===== src/rtl/asw_pkg.sv =====
package asw_pkg;

	localparam int MAX_WINDOW    = 8;
	localparam int SLOT_BITS     = $clog2(MAX_WINDOW);
	localparam int CNT_BITS      = $clog2(MAX_WINDOW + 1);
	localparam int SEQ_BITS      = 16;
	localparam int TIMER_BITS    = 16;
	localparam int MISS_BITS     = 32;
	localparam int CFG_IDX_BITS  = 2;
	localparam int CFG_DATA_BITS = 16;

	localparam logic [1:0] OP_SEND = 2'd0;
	localparam logic [1:0] OP_ACK  = 2'd1;
	localparam logic [1:0] OP_TICK = 2'd2;

	localparam logic [1:0] KIND_SEND = 2'd0;
	localparam logic [1:0] KIND_ACK  = 2'd1;
	localparam logic [1:0] KIND_RETX = 2'd2;

	localparam logic [CFG_IDX_BITS-1:0] REG_MODE    = 2'd0;
	localparam logic [CFG_IDX_BITS-1:0] REG_WINDOW  = 2'd1;
	localparam logic [CFG_IDX_BITS-1:0] REG_TIMEOUT = 2'd2;

	typedef struct packed {
		logic [1:0]  operation;
		logic [15:0] ack_number;
		logic        ack_valid;
	} item_t;

	typedef struct packed {
		logic [1:0]  reply_kind;
		logic [15:0] seq_number;
		logic        accepted;
		logic [15:0] window_base;
		logic [3:0]  in_flight;
		logic [31:0] miss_count;
		logic        last;
	} result_t;

	typedef struct packed {
		logic        arq_mode;
		logic [3:0]  window_size;
		logic [15:0] timeout_ticks;
	} cfg_t;

	typedef struct packed {
		logic                  we;
		logic [SLOT_BITS-1:0]  wr_addr;
		logic [TIMER_BITS-1:0] wr_data;
		logic                  re;
		logic [SLOT_BITS-1:0]  rd_addr;
	} tram_req_t;

endpackage


===== src/rtl/asw_timer_ram.sv =====
module asw_timer_ram (
	input  logic                            clk,
	input  asw_pkg::tram_req_t              req,
	output logic [asw_pkg::TIMER_BITS-1:0] rd_data
);
	import asw_pkg::*;

	logic [TIMER_BITS-1:0] mem [MAX_WINDOW];

	always_ff @(posedge clk) begin
		if (req.we) begin
			mem[req.wr_addr] <= req.wr_data;
		end
		if (req.re) begin
			rd_data <= mem[req.rd_addr];
		end
	end

endmodule


===== src/rtl/asw_window_ctrl.sv =====
module asw_window_ctrl (
	input  logic                            clk,
	input  logic                            arst_n,
	input  logic                            start,
	input  asw_pkg::item_t                  cmd,
	input  asw_pkg::cfg_t                   cfg,
	output logic                            busy,
	output logic                            res_fire,
	output asw_pkg::result_t                res_data,
	output asw_pkg::tram_req_t              tram_req,
	input  logic [asw_pkg::TIMER_BITS-1:0] tram_rdata
);
	import asw_pkg::*;

	typedef enum logic [3:0] {
		ST_IDLE = 4'b0001,
		ST_EXEC = 4'b0010,
		ST_SCAN = 4'b0100,
		ST_EMIT = 4'b1000
	} state_t;

	state_t                state_q;
	item_t                 cmd_q;
	logic [SEQ_BITS-1:0]   base_q;
	logic [SEQ_BITS-1:0]   next_q;
	logic [MAX_WINDOW-1:0] acked_q;
	logic [TIMER_BITS-1:0] wtimer_q;
	logic                  running_q;
	logic [MISS_BITS-1:0]  misses_q;
	logic [MAX_WINDOW-1:0] mask_q;
	logic [CNT_BITS-1:0]   rd_cnt_q;
	logic                  valid_s1;
	logic [SLOT_BITS-1:0]  idx_s1;

	logic                  accept;
	logic [SEQ_BITS-1:0]   seq_span;
	logic [CNT_BITS-1:0]   n;
	logic [CNT_BITS-1:0]   eff_win;
	logic [TIMER_BITS-1:0] reload;
	logic [MISS_BITS-1:0]  misses_inc;
	logic [SLOT_BITS-1:0]  base_slot;
	logic                  can_send;
	logic [SEQ_BITS-1:0]   off;
	logic                  in_win;
	logic [SLOT_BITS-1:0]  ack_slot;
	logic [MAX_WINDOW-1:0] marked;
	logic [CNT_BITS-1:0]   lead;
	logic                  lead_stop;
	logic [CNT_BITS-1:0]   gbn_left;
	logic [MAX_WINDOW-1:0] gbn_mask;
	logic [SLOT_BITS-1:0]  emit_pos;
	logic                  emit_found;
	logic [MAX_WINDOW-1:0] emit_rest;
	logic [SLOT_BITS-1:0]  s1_phys;
	logic                  s1_live;
	logic                  s1_expired;
	logic                  scan_done;
	state_t                exec_next_st;

	assign accept     = start && (state_q == ST_IDLE);
	assign busy       = (state_q != ST_IDLE);
	assign seq_span   = next_q - base_q;
	assign n          = (seq_span > SEQ_BITS'(MAX_WINDOW)) ? CNT_BITS'(MAX_WINDOW) : CNT_BITS'(seq_span);
	assign reload     = (cfg.timeout_ticks == '0) ? TIMER_BITS'(1) : TIMER_BITS'(cfg.timeout_ticks);
	assign misses_inc = (misses_q == '1) ? misses_q : misses_q + MISS_BITS'(1);
	assign base_slot  = base_q[SLOT_BITS-1:0];
	assign can_send   = (n < eff_win);
	assign off        = cmd_q.ack_number - base_q;
	assign in_win     = cmd_q.ack_valid && (off < SEQ_BITS'(n));
	assign ack_slot   = cmd_q.ack_number[SLOT_BITS-1:0];
	assign gbn_left   = n - CNT_BITS'(off) - CNT_BITS'(1);
	assign s1_phys    = base_slot + idx_s1;
	assign s1_live    = valid_s1 && !acked_q[s1_phys];
	assign s1_expired = (tram_rdata <= TIMER_BITS'(1));
	assign scan_done  = (rd_cnt_q == n) && !valid_s1;

	always_comb begin
		if (cfg.window_size == '0) begin
			eff_win = CNT_BITS'(1);
		end else if (cfg.window_size > 4'(MAX_WINDOW)) begin
			eff_win = CNT_BITS'(MAX_WINDOW);
		end else begin
			eff_win = CNT_BITS'(cfg.window_size);
		end
	end

	always_comb begin
		exec_next_st = ST_IDLE;
		if (cmd_q.operation == OP_TICK) begin
			if (!cfg.arq_mode) begin
				if ((n != '0) && running_q && (wtimer_q <= TIMER_BITS'(1))) begin
					exec_next_st = ST_EMIT;
				end
			end else if (n != '0) begin
				exec_next_st = ST_SCAN;
			end
		end
	end

	always_comb begin
		marked           = acked_q;
		marked[ack_slot] = 1'b1;
		lead             = '0;
		lead_stop        = 1'b0;
		for (int i = 0; i < MAX_WINDOW; i++) begin
			if (!lead_stop) begin
				if ((CNT_BITS'(i) < n) && marked[base_slot + SLOT_BITS'(i)]) begin
					lead = lead + CNT_BITS'(1);
				end else begin
					lead_stop = 1'b1;
				end
			end
		end
	end

	always_comb begin
		for (int i = 0; i < MAX_WINDOW; i++) begin
			gbn_mask[i] = (CNT_BITS'(i) < n);
		end
	end

	always_comb begin
		emit_pos   = '0;
		emit_found = 1'b0;
		for (int i = 0; i < MAX_WINDOW; i++) begin
			if (!emit_found && mask_q[i]) begin
				emit_pos   = SLOT_BITS'(i);
				emit_found = 1'b1;
			end
		end
		emit_rest           = mask_q;
		emit_rest[emit_pos] = 1'b0;
	end

	always_comb begin
		tram_req = '0;
		unique case (state_q)
			ST_EXEC: begin
				if (cmd_q.operation == OP_SEND && can_send) begin
					tram_req.we      = 1'b1;
					tram_req.wr_addr = next_q[SLOT_BITS-1:0];
					tram_req.wr_data = reload;
				end
			end
			ST_SCAN: begin
				tram_req.re      = (rd_cnt_q < n);
				tram_req.rd_addr = base_slot + rd_cnt_q[SLOT_BITS-1:0];
				if (s1_live) begin
					tram_req.we      = 1'b1;
					tram_req.wr_addr = s1_phys;
					tram_req.wr_data = s1_expired ? reload : tram_rdata - TIMER_BITS'(1);
				end
			end
			ST_IDLE, ST_EMIT: begin
			end
			default: begin
			end
		endcase
	end

	always_comb begin
		res_fire             = 1'b0;
		res_data.reply_kind  = KIND_RETX;
		res_data.seq_number  = base_q + SEQ_BITS'(emit_pos);
		res_data.accepted    = 1'b0;
		res_data.window_base = base_q;
		res_data.in_flight   = 4'(n);
		res_data.miss_count  = misses_q;
		res_data.last        = (emit_rest == '0);
		unique case (state_q)
			ST_EXEC: begin
				if (cmd_q.operation == OP_SEND) begin
					res_fire             = 1'b1;
					res_data.reply_kind  = KIND_SEND;
					res_data.seq_number  = next_q;
					res_data.accepted    = can_send;
					res_data.in_flight   = 4'(can_send ? n + CNT_BITS'(1) : n);
					res_data.last        = 1'b1;
				end else if (cmd_q.operation == OP_ACK) begin
					res_fire             = 1'b1;
					res_data.reply_kind  = KIND_ACK;
					res_data.seq_number  = cmd_q.ack_number;
					res_data.accepted    = in_win;
					res_data.last        = 1'b1;
					if (in_win) begin
						if (!cfg.arq_mode) begin
							res_data.window_base = cmd_q.ack_number + SEQ_BITS'(1);
							res_data.in_flight   = 4'(gbn_left);
						end else begin
							res_data.window_base = base_q + SEQ_BITS'(lead);
							res_data.in_flight   = 4'(n - lead);
						end
					end
				end
			end
			ST_EMIT: begin
				res_fire = 1'b1;
			end
			ST_IDLE, ST_SCAN: begin
			end
			default: begin
			end
		endcase
	end

	always_ff @(posedge clk) begin
		if (accept) begin
			cmd_q <= cmd;
		end
		idx_s1 <= rd_cnt_q[SLOT_BITS-1:0];
	end

	always_ff @(posedge clk or negedge arst_n) begin
		if (!arst_n) begin
			state_q   <= ST_IDLE;
			base_q    <= '0;
			next_q    <= '0;
			acked_q   <= '0;
			wtimer_q  <= '0;
			running_q <= 1'b0;
			misses_q  <= '0;
			mask_q    <= '0;
			rd_cnt_q  <= '0;
			valid_s1  <= 1'b0;
		end else begin
			unique case (state_q)
				ST_IDLE: begin
					if (accept) begin
						state_q <= ST_EXEC;
					end
				end
				ST_EXEC: begin
					state_q <= exec_next_st;
					case (cmd_q.operation)
						OP_SEND: begin
							if (can_send) begin
								acked_q[next_q[SLOT_BITS-1:0]] <= 1'b0;
								next_q <= next_q + SEQ_BITS'(1);
								if (n == '0) begin
									running_q <= 1'b1;
									wtimer_q  <= reload;
								end
							end
						end
						OP_ACK: begin
							if (in_win) begin
								if (!cfg.arq_mode) begin
									base_q <= cmd_q.ack_number + SEQ_BITS'(1);
									if (gbn_left == '0) begin
										running_q <= 1'b0;
									end else begin
										wtimer_q <= reload;
									end
								end else begin
									acked_q   <= marked;
									base_q    <= base_q + SEQ_BITS'(lead);
									running_q <= (n != lead);
								end
							end
						end
						OP_TICK: begin
							if (!cfg.arq_mode) begin
								if (n == '0) begin
									running_q <= 1'b0;
								end else if (running_q) begin
									if (wtimer_q <= TIMER_BITS'(1)) begin
										misses_q <= misses_inc;
										wtimer_q <= reload;
										mask_q   <= gbn_mask;
									end else begin
										wtimer_q <= wtimer_q - TIMER_BITS'(1);
									end
								end
							end else if (n != '0) begin
								rd_cnt_q <= '0;
								valid_s1 <= 1'b0;
								mask_q   <= '0;
							end
						end
						default: begin
						end
					endcase
				end
				ST_SCAN: begin
					valid_s1 <= (rd_cnt_q < n);
					if (rd_cnt_q < n) begin
						rd_cnt_q <= rd_cnt_q + CNT_BITS'(1);
					end
					if (s1_live && s1_expired) begin
						misses_q        <= misses_inc;
						mask_q[idx_s1]  <= 1'b1;
					end
					if (scan_done) begin
						state_q <= (mask_q != '0) ? ST_EMIT : ST_IDLE;
					end
				end
				ST_EMIT: begin
					mask_q <= emit_rest;
					if (emit_rest == '0) begin
						state_q <= ST_IDLE;
					end
				end
				default: begin
					state_q <= ST_IDLE;
				end
			endcase
		end
	end

endmodule


===== src/rtl/arq_sender_window_core.sv =====
// channel   direction  handshake                 payload
// command   in         start high, busy low      cmd   (operation, ack_number, ack_valid)
// result    out        res_strobe, one cycle     res   (reply_kind .. last)
// config    in         cfg_we                    cfg_idx, cfg_wdata
//
// A send or an ack is captured, then does one read-modify-write of the slot state;
// its single result follows on the next cycle. A go-back-N expiry then gives one retransmit
// order per in-flight packet. A selective-repeat tick walks the slot timer memory one slot
// at a time, then gives one retransmit order per expired unacked slot.
// Reset clears the window, timers and miss count; the timer memory needs no clearing pass.
// Results cannot be stalled: each is shown for exactly one cycle.
module arq_sender_window_core (
	input  logic                                clk,
	input  logic                                arst_n,
	input  logic                                start,
	output logic                                busy,
	input  asw_pkg::item_t                      cmd,
	output logic                                res_strobe,
	output asw_pkg::result_t                    res,
	input  logic                                cfg_we,
	input  logic [asw_pkg::CFG_IDX_BITS-1:0]   cfg_idx,
	input  logic [asw_pkg::CFG_DATA_BITS-1:0]  cfg_wdata
);
	import asw_pkg::*;

	cfg_t                  cfg_q;
	tram_req_t             tram_req;
	logic [TIMER_BITS-1:0] tram_rdata;
	logic                  res_fire;
	result_t               res_data;

	always_ff @(posedge clk or negedge arst_n) begin
		if (!arst_n) begin
			cfg_q.arq_mode      <= 1'b0;
			cfg_q.window_size   <= 4'd8;
			cfg_q.timeout_ticks <= 16'd1000;
		end else if (cfg_we) begin
			unique case (cfg_idx)
				REG_MODE:    cfg_q.arq_mode      <= cfg_wdata[0];
				REG_WINDOW:  cfg_q.window_size   <= cfg_wdata[3:0];
				REG_TIMEOUT: cfg_q.timeout_ticks <= cfg_wdata[15:0];
				default: begin
				end
			endcase
		end
	end

	always_ff @(posedge clk or negedge arst_n) begin
		if (!arst_n) begin
			res_strobe <= 1'b0;
		end else begin
			res_strobe <= res_fire;
		end
	end

	always_ff @(posedge clk) begin
		if (res_fire) begin
			res <= res_data;
		end
	end

	asw_timer_ram u_ram (
		.clk     (clk),
		.req     (tram_req),
		.rd_data (tram_rdata)
	);

	asw_window_ctrl u_ctrl (
		.clk        (clk),
		.arst_n     (arst_n),
		.start      (start),
		.cmd        (cmd),
		.cfg        (cfg_q),
		.busy       (busy),
		.res_fire   (res_fire),
		.res_data   (res_data),
		.tram_req   (tram_req),
		.tram_rdata (tram_rdata)
	);

endmodule


===== config.mk =====
export PLATFORM = sky130hd
export DESIGN_NAME = arq_sender_window_core
export DESIGN_NICKNAME = d
export VERILOG_FILES = /design/src/rtl/asw_pkg.sv /design/src/rtl/asw_timer_ram.sv /design/src/rtl/asw_window_ctrl.sv /design/src/rtl/arq_sender_window_core.sv
export SDC_FILE = /design/constraint.sdc
export NUM_CORES = 1
export LEC_CHECK = 0
export BUFFER_PORTS_ARGS = -buffer_cell sky130_fd_sc_hd__buf_2
export CAP_MARGIN = 20
export CORE_ASPECT_RATIO = 0.6
export CORE_MARGIN = 5
export CORE_UTILIZATION = 56
export CTS_CLUSTER_DIAMETER = 60
export DETAILED_ROUTE_END_ITERATION = 8
export GPL_TIMING_DRIVEN = 0
export PLACE_DENSITY = 0.84
export SYNTH_ARGS = -nofsm -noshare
export SYNTH_HDL_FRONTEND = slang
export SYNTH_HIERARCHICAL = 1
export SYNTH_SLANG_ARGS = --single-unit

===== constraint.sdc =====
create_clock -name clk -period 8.75 [get_ports clk]
set_input_delay 1.75 -clock clk [delete_from_list [all_inputs] [get_ports clk]]
set_output_delay 1.75 -clock clk [all_outputs]
set_load 0.005 [all_outputs]

==> summary.md, run 1 <==
| Metric | Value |
|---|---|
| Status | `finished clean` |
| Worst EP arrival | `8760 ps` |
| Worst skew pair latency | `540 ps` |
| Commonest non-fill, non-tap cell in the layout | `edfxtp_1` |
| Die ar. | `39200 sq um` |
| Slowest cell on crit path | `dfrtp_2` |
| Hold Fails Final Rpt | `0` |
| Largest net degree at the start of global routing | `80` |
| CP peak stage delay | `420 ps` |
| Crit. End Element | `flop` |
| Synth-to-layout area growth | `15.31%` |
| Peak supply drop | `156.9 uV` |
| Total wire length | `56260 um` |
| Setup Skew | `31.09 ps` |
| Post-route ant nets | `0` |
| Maximum fanout along the worst path | `7` |
| Placeable Area | `34880 sq um` |
| # IOs | `115` |
| # DRC | `0` |
| Vias per inst | `6.402` |
| Design area | `22750 sq um` |
| Hold path startpoint | `u_ctrl/misses_q[22]$_DFFE_PN0P_` |
| Xor-xnor portion of the synthesized cell area | `5.398%` |
| Most frequent cells in the layout | `235 x edfxtp_1, 143 x nor2_1, 122 x a21oi_1` |
| Total GRT Usage | `27.93%` |
| FF-to-FF path depth | `42` |
| Setup_tns | `0 ps` |
| Crit path launch type | `flop` |
| Worst-Margin Slew | `1170 ps` |
| Hold endpoint | `res[23]$_DFFE_PP_` |
| Vias in the first global route | `14480` |
| CTS Buf Count | `35` |
| Initial core utilization | `56.55%` |
| Synth Register Bits | `366` |
| Fin crit share | `97.22%` |
| Max-slew violation count | `0` |
| Syn Nets | `1851` |
| Slew margin rel. | `20.93%` |
| Distinct cells, synth | `89` |
| Synth Instances | `1729` |
| Fmax | `0.1176 GHz` |
| Max Cap Violations | `0` |
| Clock buffer depth | `3` |
| Crit Path Category | `flop to flop` |
| FF-to-FF setup slack | `240 ps` |
| First-pass GRT wire length | `85630 um` |
| Post-synth EDFFs | `235` |
| ANT cells | `0` |
| Post-synthesis simple-gate area fraction | `13.19%` |
| WHS Path Cells | `0` |
| Clock Root Buffer | `clkbuf_16` |
| Share of cells above drive strength 1 | `18.50%` |
| Die X | `252.3 um` |
| Hold Crit Class | `flop to flop` |
| Row count | `53` |
| Filler cell count | `2565` |
| Reg-to-reg startpoint | `u_ctrl/base_q[2]$_DFFE_PN0P_` |
| Reg-to-reg critical path endpoint | `res[52]$_DFFE_PP_` |
| Top cell by count, worst path | `ha_1` |
| Synth Flop Type | `edfxtp_1` |
| Largest family of logic cells by synthesized area | `simple AND/OR/NAND/NOR gates` |
| Seq/Total Area, Yosys | `52.37%` |
| RePlAce Congestion | `1.022` |
| Clk sinks | `366` |
| First-pass DRT Iterations | `6` |
| Routed wire length per instance | `23.36 um` |
| Initial DRC Count | `2249` |
| Mapped cell area | `19730 sq um` |
| Vias | `15420` |
| Die Y | `155.4 um` |
| IO buf count | `114` |
| Finish-stage setup viols | `0` |
| Syn Area/Cell | `11.41 sq um` |
| CTS tree | `yes` |
| Final #Nets | `2036` |
| Pwr Density | `232.6 nW/um^2` |
| Htree depth | `2` |
| Leak pwr | `8.867 nW` |
| Synth Area in Compound Gates | `12.04%` |
| Remaining Overflow, GRT | `0` |
| Final Non-Filler Cells | `2408` |
| Post-synthesis async set-or-reset flop share | `34.97%` |
| Post-DP Area | `21010 sq um` |
| Post-synthesis mux area share | `8.886%` |
| WP data required | `9010 ps` |
| Initial antenna violation count | `1` |
| Synth warn | `6` |
| Synth Area in Adders | `5.442%` |
| CTS clock-pin slew for the worst setup and hold paths | `70 ps` |
| Final Critical Period | `8507 ps` |
| Cells after DPL | `2314` |
| Detailed Place HPWL | `40670 um` |
[how the worst max path moves through the flow]
stage	cells past startpoint	start	to
after detailed placement	41	u_ctrl/base_q[1]$_DFFE_PN0P_	res[52]$_DFFE_PP_
final	42	u_ctrl/base_q[2]$_DFFE_PN0P_	res[52]$_DFFE_PP_
after global routing	39	u_ctrl/base_q[0]$_DFFE_PN0P_	res[52]$_DFFE_PP_
after CTS	42	u_ctrl/next_q[0]$_DFFE_PN0P_	res[52]$_DFFE_PP_
after global placement	40	u_ctrl/base_q[2]$_DFFE_PN0P_	res[52]$_DFFE_PP_
after floorplan	40	u_ctrl/base_q[2]$_DFFE_PN0P_	res[52]$_DFFE_PP_
[area by class of cell]
type	instances	area (sq um)	share of cell area, %
inverter	68	272.8	1.199
tap	467	584.3	2.569
buffer	54	256.5	1.128
sequential	366	10340	45.47
timing repair buffer	156	947.2	4.164
clock buffer	43	937.1	4.120
multi-input combinational	1233	9199	40.44
clock inverter	21	206.4	0.9076
[power breakdown]
part / internal, mW / switching, mW
Clock: 0.860 / 0.655
Sequential: 2.00 / 0.148
Combinational: 0.602 / 1.03
Total: 3.46 / 1.83
[registers in the layout, indices dropped and copies added (netlist names)]
name / count
u_ctrl/misses_q: 32
u_ctrl/state_q: 4
cfg_q: 21
u_ctrl/cmd_q: 16
u_ram/mem: 128
u_ctrl/next_q: 16
u_ctrl/mask_q: 8
u_ctrl/idx_s1: 3
res: 72
u_ctrl/ack_slot: 3
u_ctrl/acked_q: 8
u_ctrl/wtimer_q: 16
u_ram/rd_data: 16
res_strobe: 1
u_ctrl/running_q: 1
u_ctrl/base_q: 16
u_ctrl/rd_cnt_q: 4
u_ctrl/valid_s1: 1
[per-layer routing]
layer  track usage, %  share of wire [%]
met5                0              0.014
met3            8.254                 13
met1            43.46                 43
met2            38.87                 42
met4            6.121                2.4
[cells by family after synthesis]
| family | after synthesis |
|---|---|
| AO/OA/AOI/OAI | 390 |
| XOR/XNOR | 120 |
| adder cells (fa/ha/maj) | 81 |
| buffers and inverters | 130 |
| flip-flops | 366 |
| multiplexers | 113 |
| AND/OR/NAND/NOR | 529 |
[what timing repair did]
action	CTS	global route
endpoints found under the setup margin	34	32
buffers inserted	10	19
pin swaps	3	14
resized for setup	43	41
hold buffers	0	0
[worst max-delay path, delay by kind of cell, from the launching register on]
| family | cells | cell delay, ps |
|---|---|---|
| AO/OA/AOI/OAI | 14 | 2310 |
| XOR/XNOR | 1 | 160 |
| adder cells (fa/ha/maj) | 8 | 2310 |
| AND/OR/NAND/NOR | 9 | 1410 |
| flip-flops | 1 | 420 |
| buffers and inverters | 6 | 670 |
| multiplexers | 4 | 910 |
[per-stage QoR]
stage	hold WS, ps	power, mW	setup slack, ps	utilization [%]
2_1_floorplan	424.9	3.082	359.8	-
3_3_place_gp	434.2	3.538	-1238	59.86
3_5_place_dp	453.6	3.594	-1368	60.23
4_1_cts	460.3	5.177	25.06	64.24
5_1_grt	469.8	5.536	-56.41	65.21
6_report	456.0	5.290	243.4	65.21
[synthesized netlist by cell type, drive strengths merged, types with 4 or more instances]
cell type	n	area share (%)
o22a	4	0.18
o21bai	4	0.15
o211ai	7	0.27
and2	14	0.44
dfrtp	120	15
xor2	52	2.3
nor4	22	0.84
or2	7	0.22
a221oi	5	0.22
fa	8	0.81
and3	19	0.60
nand4	22	0.70
mux2i	36	1.8
clkbuf	50	0.96
nand3b	7	0.33
nand2	120	2.3
a21o	20	0.76
a31oi	16	0.51
nor2	152	2.9
buf	12	0.42
a21oi	127	3.2
ha	73	4.6
o31ai	11	0.44
mux2	43	2.6
nor2b	16	0.51
nand2b	22	0.70
mux4	34	4.4
xnor2	67	3.0
o21ai	118	3.0
inv	68	1.3
or3	15	0.48
a211oi	6	0.23
a22o	8	0.36
o22ai	14	0.48
edfxtp	235	36
nor3	50	1.3
o21a	11	0.42
dfstp	8	1.1
nand3	49	1.2
nor3b	4	0.18
(Power assumes the default switching activity.)
==> run 2, diff against run 1 <==
--- a/config.mk
+++ b/config.mk
@@ -5,6 +5,7 @@
 export SDC_FILE = /design/constraint.sdc
 export NUM_CORES = 1
 export LEC_CHECK = 0
+export ABC_AREA = 1
 export BUFFER_PORTS_ARGS = -buffer_cell sky130_fd_sc_hd__buf_2
 export CAP_MARGIN = 20
 export CORE_ASPECT_RATIO = 0.6
==> run 2 against run 1 <==
The run now ends with DRC left; fmax grew 0.81%; die area up 10%; highest routed layer unchanged; critical path depth grew 12; global-route usage grew 2.9 points; clock-buffer cell count rose by 5; sequential power rose by 8%; clock power hardly changed; flip-flop and latch count is the same.
==> summary.md, run 2 <==
| Metric | Value |
|---|---|
| Status | `complete, but fails checks (was finished clean)` |
| Failing checks | `DRC` |
| Final Power | `6.850 mW (was 5.290 mW)` |
| # IOs | `115 (unchanged)` |
| CTS Buf Count | `36 (was 35)` |
| First-pass DRT Iterations | `8 (was 6)` |
| Max Cap Violations | `0 (unchanged)` |
| Clk sinks | `366 (unchanged)` |
| Vias per inst | `5.882 (was 6.402)` |
| Synth Area in Compound Gates | `10.04% (was 12.04%)` |
| WP data required | `9030 ps (was 9010 ps)` |
| Seq/Total Area, Yosys | `47.33% (was 52.37%)` |
| Distinct cells, synth | `78 (was 89)` |
| Maximum fanout along the worst path | `8 (was 7)` |
| Leading area contributor after synthesis | `edfxtp_1 (unchanged)` |
| Largest family of logic cells by synthesized area | `simple AND/OR/NAND/NOR gates (unchanged)` |
| Initial DRC Count | `3148 (was 2249)` |
| First-pass GRT wire length | `103400 um (was 85630 um)` |
| Post-route ant nets | `0 (unchanged)` |
| Total GRT Usage | `30.80% (was 27.93%)` |
| Commonest non-fill, non-tap cell in the layout | `nand2_1 (was edfxtp_1)` |
| Combinational Power Share | `43.5% (was 30.8%)` |
| CTS clock-pin slew for the worst setup and hold paths | `70 ps (about the same)` |
| Clock buffer depth | `3 (unchanged)` |
| Worst skew pair latency | `540 ps (about the same)` |
| Final Critical Period | `8438 ps (was 8507 ps)` |
| Clk pwr share | `22.5% (was 28.6%)` |
| Initial antenna violation count | `1 (unchanged)` |
| Remaining Overflow, GRT | `0 (unchanged)` |
| Largest net degree at the start of global routing | `74 (was 80)` |
| Synth Instances | `2603 (was 1729)` |
| Post-synthesis async set-or-reset flop share | `34.97% (unchanged)` |
| Worst-Margin Slew | `1082 ps (was 1170 ps)` |
| Initial core utilization | `56.33% (was 56.55%)` |
| Pwr Density | `275.9 nW/um^2 (was 232.6 nW/um^2)` |
| Top cells by count, synth | `631 x nand2_1, 408 x inv_1, 235 x edfxtp_1 (was 235 x edfxtp_1, 152 x nor2_1, 126 x a21oi_1)` |
| CP peak stage delay | `430 ps (was 420 ps)` |
| Post-synth EDFFs | `235 (unchanged)` |
| Die ar. | `43150 sq um (was 39200 sq um)` |
| Detailed Place HPWL | `51940 um (was 40670 um)` |
| Row count | `56 (was 53)` |
| Max FFs per register | `128 (unchanged)` |
| Syn Area/Cell | `8.385 sq um (was 11.41 sq um)` |
| CTS tree | `yes (unchanged)` |
| RePlAce Congestion | `1.055 (was 1.022)` |
| Flop pwr share | `34.1% (was 40.6%)` |
| Finish-stage setup viols | `0 (unchanged)` |
| # DRC | `1 (was 0)` |
| Vias | `19660 (was 15420)` |
| Slowest cell on crit path | `dfrtp_2 (unchanged)` |
| Sw Share | `43.42% (was 34.59%)` |
| Biggest regs | `u_ram/mem: 128 flops, res: 72 flops, u_ctrl/misses_q: 32 flops (unchanged)` |
| Synth Flop Type | `edfxtp_1 (unchanged)` |
| Setup WS pre-CTS | `-2188 ps (was -1368 ps)` |
| Mapped cell area | `21830 sq um (was 19730 sq um)` |
| Top-area cell type share of the netlist area | `32.33% (was 35.77%)` |
| Largest cells by area after synthesis | `edfxtp_1 32%, dfrtp_1 14%, nand2_1 11% (was edfxtp_1 36%, dfrtp_1 15%, ha_1 4.6%)` |
| Synth Area in Adders | `4.919% (was 5.442%)` |
| Die Y | `162.9 um (was 155.4 um)` |
| Max-slew violation count | `0 (unchanged)` |
| Top-count cell post-synth | `nand2_1 (was edfxtp_1)` |
| WHS | `441.5 ps (was 456.0 ps)` |
| Final #Nets | `2917 (was 2036)` |
| Hold Crit Class | `flop to flop (unchanged)` |
| Die X | `264.9 um (was 252.3 um)` |
| ANT cells | `0 (unchanged)` |
| Total wire length | `68330 um (was 56260 um)` |
| Crit. End Element | `flop (unchanged)` |
| IO buf count | `113 (was 114)` |
| Int Pwr | `3.876 mW (was 3.460 mW)` |
| Net Sw Power | `2.974 mW (was 1.830 mW)` |
| Hold Fails Final Rpt | `0 (unchanged)` |
| Xor-xnor portion of the synthesized cell area | `4.368% (was 5.398%)` |
| Fin crit share | `96.43% (was 97.22%)` |
| Slew margin rel. | `27.88% (was 20.93%)` |
| Share of cells above drive strength 1 | `14.46% (was 18.50%)` |
| Routed wire length per instance | `20.44 um (was 23.36 um)` |
| Fmax | `0.1185 GHz (was 0.1176 GHz)` |
| Crit path launch type | `flop (unchanged)` |
| Vias in the first global route | `18090 (was 14480)` |
| Peak supply drop | `188.3 uV (was 156.9 uV)` |
| Setup Skew | `16.75 ps (was 31.09 ps)` |
| Post-synthesis simple-gate area fraction | `24.17% (was 13.19%)` |
| Post-synthesis mux area share | `0.09745% (was 8.886%)` |
| Placeable Area | `38750 sq um (was 34880 sq um)` |
| Largest register by flop count | `u_ram/mem (unchanged)` |
| Synth Register Bits | `366 (unchanged)` |
| Crit Path Category | `flop to flop (unchanged)` |
| Clock Root Buffer | `clkbuf_16 (unchanged)` |
| Worst EP arrival | `8720 ps (was 8760 ps)` |
| Synth warn | `6 (unchanged)` |
| Syn Nets | `2725 (was 1851)` |
| Final setup margin | `311.9 ps (was 243.4 ps)` |
| Synth-to-layout area growth | `13.74% (was 15.31%)` |
| Most frequent cells in the layout | `626 x nand2_1, 398 x inv_1, 235 x edfxtp_1 (was 235 x edfxtp_1, 143 x nor2_1, 122 x a21oi_1)` |
| Htree depth | `2 (unchanged)` |
| Leak pwr | `11.35 nW (was 8.867 nW)` |
## run 2: changes by cell type after synthesis, moves of 26 or more
cell,change
nor2_1,+41
o21ai_1,+26
nand4_1,+29
mux2i_1,-35
mux2_2,-32
xnor2_1,-38
nand3_1,+118
inv_1,+341
xor2_1,+26
mux4_1,-28
a21oi_1,-33
nand2_1,+511
## run 2: final timing paths
| path | cells after the start | from | end | slack (ps) |
|---|---|---|---|---|
| min in group asynchronous | 1 | arst_n | u_ctrl/wtimer_q[10]$_DFFE_PN0P_ | 1190 |
| worst min register to register | 0 | u_ctrl/rd_cnt_q[0]$_DFFE_PN0P_ | u_ctrl/idx_s1[0]$_DFF_P_ | 440 |
| worst max register to register | 54 | u_ctrl/base_q[2]$_DFFE_PN0P_ | res[47]$_DFFE_PP_ | 310 |
| worst max-delay path | 54 | u_ctrl/base_q[2]$_DFFE_PN0P_ | res[47]$_DFFE_PP_ | 310 |
| max in group asynchronous | 2 | arst_n | cfg_q[19]$_DFFE_PN1P_ | 6770 |
| worst min-delay path | 0 | u_ctrl/rd_cnt_q[0]$_DFFE_PN0P_ | u_ctrl/idx_s1[0]$_DFF_P_ | 440 |
## run 2: repair_timing
item / 4_1_cts / 5_1_grt
setup buffers: 8 / 19
resized for setup: 24 / 49
setup endpoints to repair: 34 / 20
gates cloned: 0 / 0
pin swaps: 6 / 13
hold buffers: 0 / 0
## run 2: logic make-up (layout without fill, tap and decap cells)
family / Yosys count / count (layout)
multiplexers: 2 / 2
flip-flops: 366 / 366
buffers and inverters: 496 / 714
adder cells (fa/ha/maj): 81 / 81
XOR/XNOR: 108 / 108
AND/OR/NAND/NOR: 1182 / 1182
AO/OA/AOI/OAI: 368 / 368
## run 2: routing by layer
metal | track usage [%] | wire length [um] | vias to the layer above
met3 | 11.93 | 11450 | 121
met2 | 41.85 | 26920 | 1349
li1 | - | - | 9016
met5 | 0 | 97 | -
met1 | 46.71 | 28560 | 9174
met4 | 6.698 | 1298 | 2
## run 2: per-stage QoR
stage               util, %  cells  area (sq um)  TNS (ps)
finish                64.07   3343         24820         0
CTS                   63.26   3322         24510         0
global route          64.07   3343         24820    -25.06
global placement      59.47   3238         23040    -42930
floorplan                 -   2603         21830         0
detailed placement    59.94   3251         23230    -49840
## run 2: layout make-up
| cell class | instances | area, sq um |
|---|---|---|
| fillers | 3142 | 13920 |
| clock buffers | 48 | 997.2 |
| well taps | 522 | 653.1 |
| flip-flops and latches | 366 | 10340 |
| plain buffers | 61 | 355.3 |
| inverters | 434 | 1665 |
| multi-input cells | 1741 | 9722 |
| clock inverters | 16 | 148.9 |
| repair buffers | 155 | 940.9 |
## run 2: worst max-delay path, delay by kind of cell, from the launching register on
family	cells	cell delay, ps
buf+inv	14	1410
flops	1	430
fa+ha+maj	8	2060
simple gates	23	2550
xor+xnor	2	410
compound gates	7	1300
## run 2: power groups by stage
stage,clock (mW),combinational [mW],sequential (mW)
2_1_floorplan,0,1.83,2.27
3_3_place_gp,0,2.57,2.35
3_5_place_dp,0,2.66,2.35
4_1_cts,1.56,2.72,2.32
5_1_grt,1.64,3.18,2.35
6_report,1.54,2.98,2.33
==> run 3, diff against run 2 <==
--- a/config.mk
+++ b/config.mk
@@ -6,7 +6,7 @@
 export NUM_CORES = 1
 export LEC_CHECK = 0
 export ABC_AREA = 1
-export BUFFER_PORTS_ARGS = -buffer_cell sky130_fd_sc_hd__buf_2
+export BUFFER_PORTS_ARGS = -buffer_cell sky130_fd_sc_hd__buf_4
 export CAP_MARGIN = 20
 export CORE_ASPECT_RATIO = 0.6
 export CORE_MARGIN = 5
==> run 3 against run 2 <==
The run now ends clean; sequential share of layout area down 0.67 points; hold slack gained 12 ps; clock skew increased by 1.1 ps; largest cell class unchanged; routed wire length up 1.1%.
==> summary.md, run 3 (synthesized netlist as in run 2, its figures left out) <==
| Metric | Value |
|---|---|
| Initial core utilization | `56.33% (unchanged)` |
| Peak supply drop | `203.2 uV (was 188.3 uV)` |
| # IOs | `115 (unchanged)` |
| Die ar. | `43150 sq um (unchanged)` |
| Max-slew violation count | `0 (unchanged)` |
| WHS | `453.3 ps (was 441.5 ps)` |
| CTS Buf Count | `36 (unchanged)` |
| Final Non-Filler Cells | `3354 (was 3343)` |
| Crit. End Element | `flop (unchanged)` |
| Crit path launch type | `flop (unchanged)` |
| Initial DRC Count | `2780 (was 3148)` |
| Vias per inst | `5.910 (was 5.882)` |
| Cells after DPL | `3252 (was 3251)` |
| Slowest cell on crit path | `dfrtp_1 (was dfrtp_2)` |
| Clock buffer depth | `3 (unchanged)` |
| Final #Nets | `2930 (was 2917)` |
| Die X | `264.9 um (unchanged)` |
| Max FFs per register | `128 (unchanged)` |
| FF-to-FF path depth | `53 (was 54)` |
| Synth-to-layout area growth | `15.55% (was 13.74%)` |
| Max Cap Violations | `0 (unchanged)` |
| Leak pwr | `11.53 nW (was 11.35 nW)` |
| Total GRT Usage | `30.99% (was 30.80%)` |
| Htree depth | `2 (unchanged)` |
| Slew margin rel. | `20.17% (was 27.88%)` |
| Routed wire length per instance | `20.61 um (was 20.44 um)` |
| ANT cells | `0 (unchanged)` |
| Crit Path Category | `flop to flop (unchanged)` |
| Vias in the first global route | `18160 (was 18090)` |
| Die Y | `162.9 um (unchanged)` |
| Setup Skew | `17.83 ps (was 16.75 ps)` |
| Clock Root Buffer | `clkbuf_16 (unchanged)` |
| Biggest regs | `u_ram/mem: 128 flops, res: 72 flops, u_ctrl/misses_q: 32 flops (unchanged)` |
| Top cell by count, worst path | `inv_1` |
| Detailed Place HPWL | `52730 um (was 51940 um)` |
| Total wire length | `69110 um (was 68330 um)` |
| IO buf count | `113 (unchanged)` |
| RePlAce Congestion | `1.043 (was 1.055)` |
| Commonest non-fill, non-tap cell in the layout | `nand2_1 (unchanged)` |
| WP data required | `9010 ps (was 9030 ps)` |
| Maximum fanout along the worst path | `7 (was 8)` |
| Cts hold-fix bufs | `0 (unchanged)` |
| Row count | `56 (unchanged)` |
| Vias | `19820 (was 19660)` |
| Share of cells above drive strength 1 | `14.65% (was 14.46%)` |
| Worst skew pair latency | `550 ps (was 540 ps)` |
| CTS tree | `yes (unchanged)` |
| # DRC | `0 (was 1)` |
| Fin crit share | `95.89% (was 96.43%)` |
| Hold Crit Class | `flop to flop (unchanged)` |
| Largest net degree at the start of global routing | `74 (unchanged)` |
| WHS Path Cells | `0 (unchanged)` |
| Largest register by flop count | `u_ram/mem (unchanged)` |
| Worst EP arrival | `8650 ps (was 8720 ps)` |
| CTS clock-pin slew for the worst setup and hold paths | `70 ps (about the same)` |
| Placeable Area | `38750 sq um (unchanged)` |
| CP peak stage delay | `430 ps (about the same)` |
| Clk sinks | `366 (unchanged)` |
| First-pass DRT Iterations | `6 (was 8)` |
| Initial antenna violation count | `1 (unchanged)` |
| Fmax | `0.1192 GHz (was 0.1185 GHz)` |
| Worst-Margin Slew | `1197 ps (was 1082 ps)` |
| Status | `finished clean (was complete, but fails checks)` |
| Hold Fails Final Rpt | `0 (unchanged)` |
| Most frequent cells in the layout | `628 x nand2_1, 398 x inv_1, 235 x edfxtp_1 (was 626 x nand2_1, 398 x inv_1, 235 x edfxtp_1)` |
| Finish-stage setup viols | `0 (unchanged)` |
| Post-route ant nets | `0 (unchanged)` |
| Final Critical Period | `8390 ps (was 8438 ps)` |
| Remaining Overflow, GRT | `0 (unchanged)` |
| Pwr Density | `274.9 nW/um^2 (was 275.9 nW/um^2)` |
| First-pass GRT wire length | `104500 um (was 103400 um)` |
==> run 3: cell types whose count changed in the layout (fill, tap and decap cells not counted), sizes merged <==
cell and change:
buf +13, bufinv +2, clkbuf -4, clkinvlp -3, clkinv +3
==> run 3: stage by stage <==
| stage | TNS [ps] | util (%) | power, mW | setup slack (ps) | area [sq um] |
|---|---|---|---|---|---|
| 6_report | 0 | 65.09 | 6.932 | 359.6 | 25220 |
| 5_1_grt | -127.6 | 65.09 | 7.271 | -74.83 | 25220 |
| 4_1_cts | 0 | 64.05 | 6.687 | 8.308 | 24820 |
| 3_5_place_dp | -45730 | 60.70 | 5.037 | -2132 | 23520 |
| 3_3_place_gp | -36410 | 60.20 | 4.945 | -1826 | 23330 |
| 2_1_floorplan | 0 | - | 4.103 | 321.3 | 21830 |
==> run 3: repair_timing <==
action | CTS | global route
setup buffers | 6 | 33
resized for setup | 20 | 47
pin swaps | 4 | 15
setup endpoints to repair | 34 | 23
hold endpoints to repair | 0 | 0
==> run 3: path summary, 6_finish.rpt <==
check	to	slack (ps)	start
hold reg to reg	u_ctrl/idx_s1[0]$_DFF_P_	450	u_ctrl/rd_cnt_q[0]$_DFFE_PN0P_
setup reg to reg	res[50]$_DFFE_PP_	360	u_ctrl/base_q[2]$_DFFE_PN0P_
setup / recovery	res[50]$_DFFE_PP_	360	u_ctrl/base_q[2]$_DFFE_PN0P_
min in group asynchronous	u_ctrl/wtimer_q[10]$_DFFE_PN0P_	1190	arst_n
hold / removal	u_ctrl/idx_s1[0]$_DFF_P_	450	u_ctrl/rd_cnt_q[0]$_DFFE_PN0P_
max in group asynchronous	cfg_q[19]$_DFFE_PN1P_	6760	arst_n
==> run 3: layer usage <==
| layer | share of wire, % | vias up | global-route usage [%] | wire, um |
|---|---|---|---|---|
| met1 | 42 | 9345 | 47.92 | 29350 |
| met4 | 2.4 | 2 | 7.286 | 1634 |
| met5 | 0.019 | - | 0 | 13 |
| li1 | - | 9022 | - | - |
| met2 | 40 | 1314 | 41.93 | 27490 |
| met3 | 15 | 139 | 10.45 | 10620 |
==> run 3: power by group <==
group          total (mW)  switching, mW  leakage, nW  internal, mW
Combinational        3.01           2.05         6.90         0.960
Clock                1.59          0.669        0.579         0.919
Sequential           2.33          0.236         4.06          2.09
==> run 3: layout make-up <==
class	count	area (sq um)
clock inverters	18	207.7
plain buffers	61	355.3
flip-flops and latches	366	10340
clock buffers	44	982.2
repair buffers	168	1323
fillers	3106	13530
inverters	434	1662
well taps	522	653.1
multi-input cells	1741	9701
==> run 3: worst max-delay path, delay by kind of cell (launching register included) <==
kind,cells,cell delay [ps]
XOR/XNOR,1,240
buffers and inverters,12,1260
adder cells (fa/ha/maj),8,2140
AND/OR/NAND/NOR,22,2790
flip-flops,1,430
AO/OA/AOI/OAI,10,1270
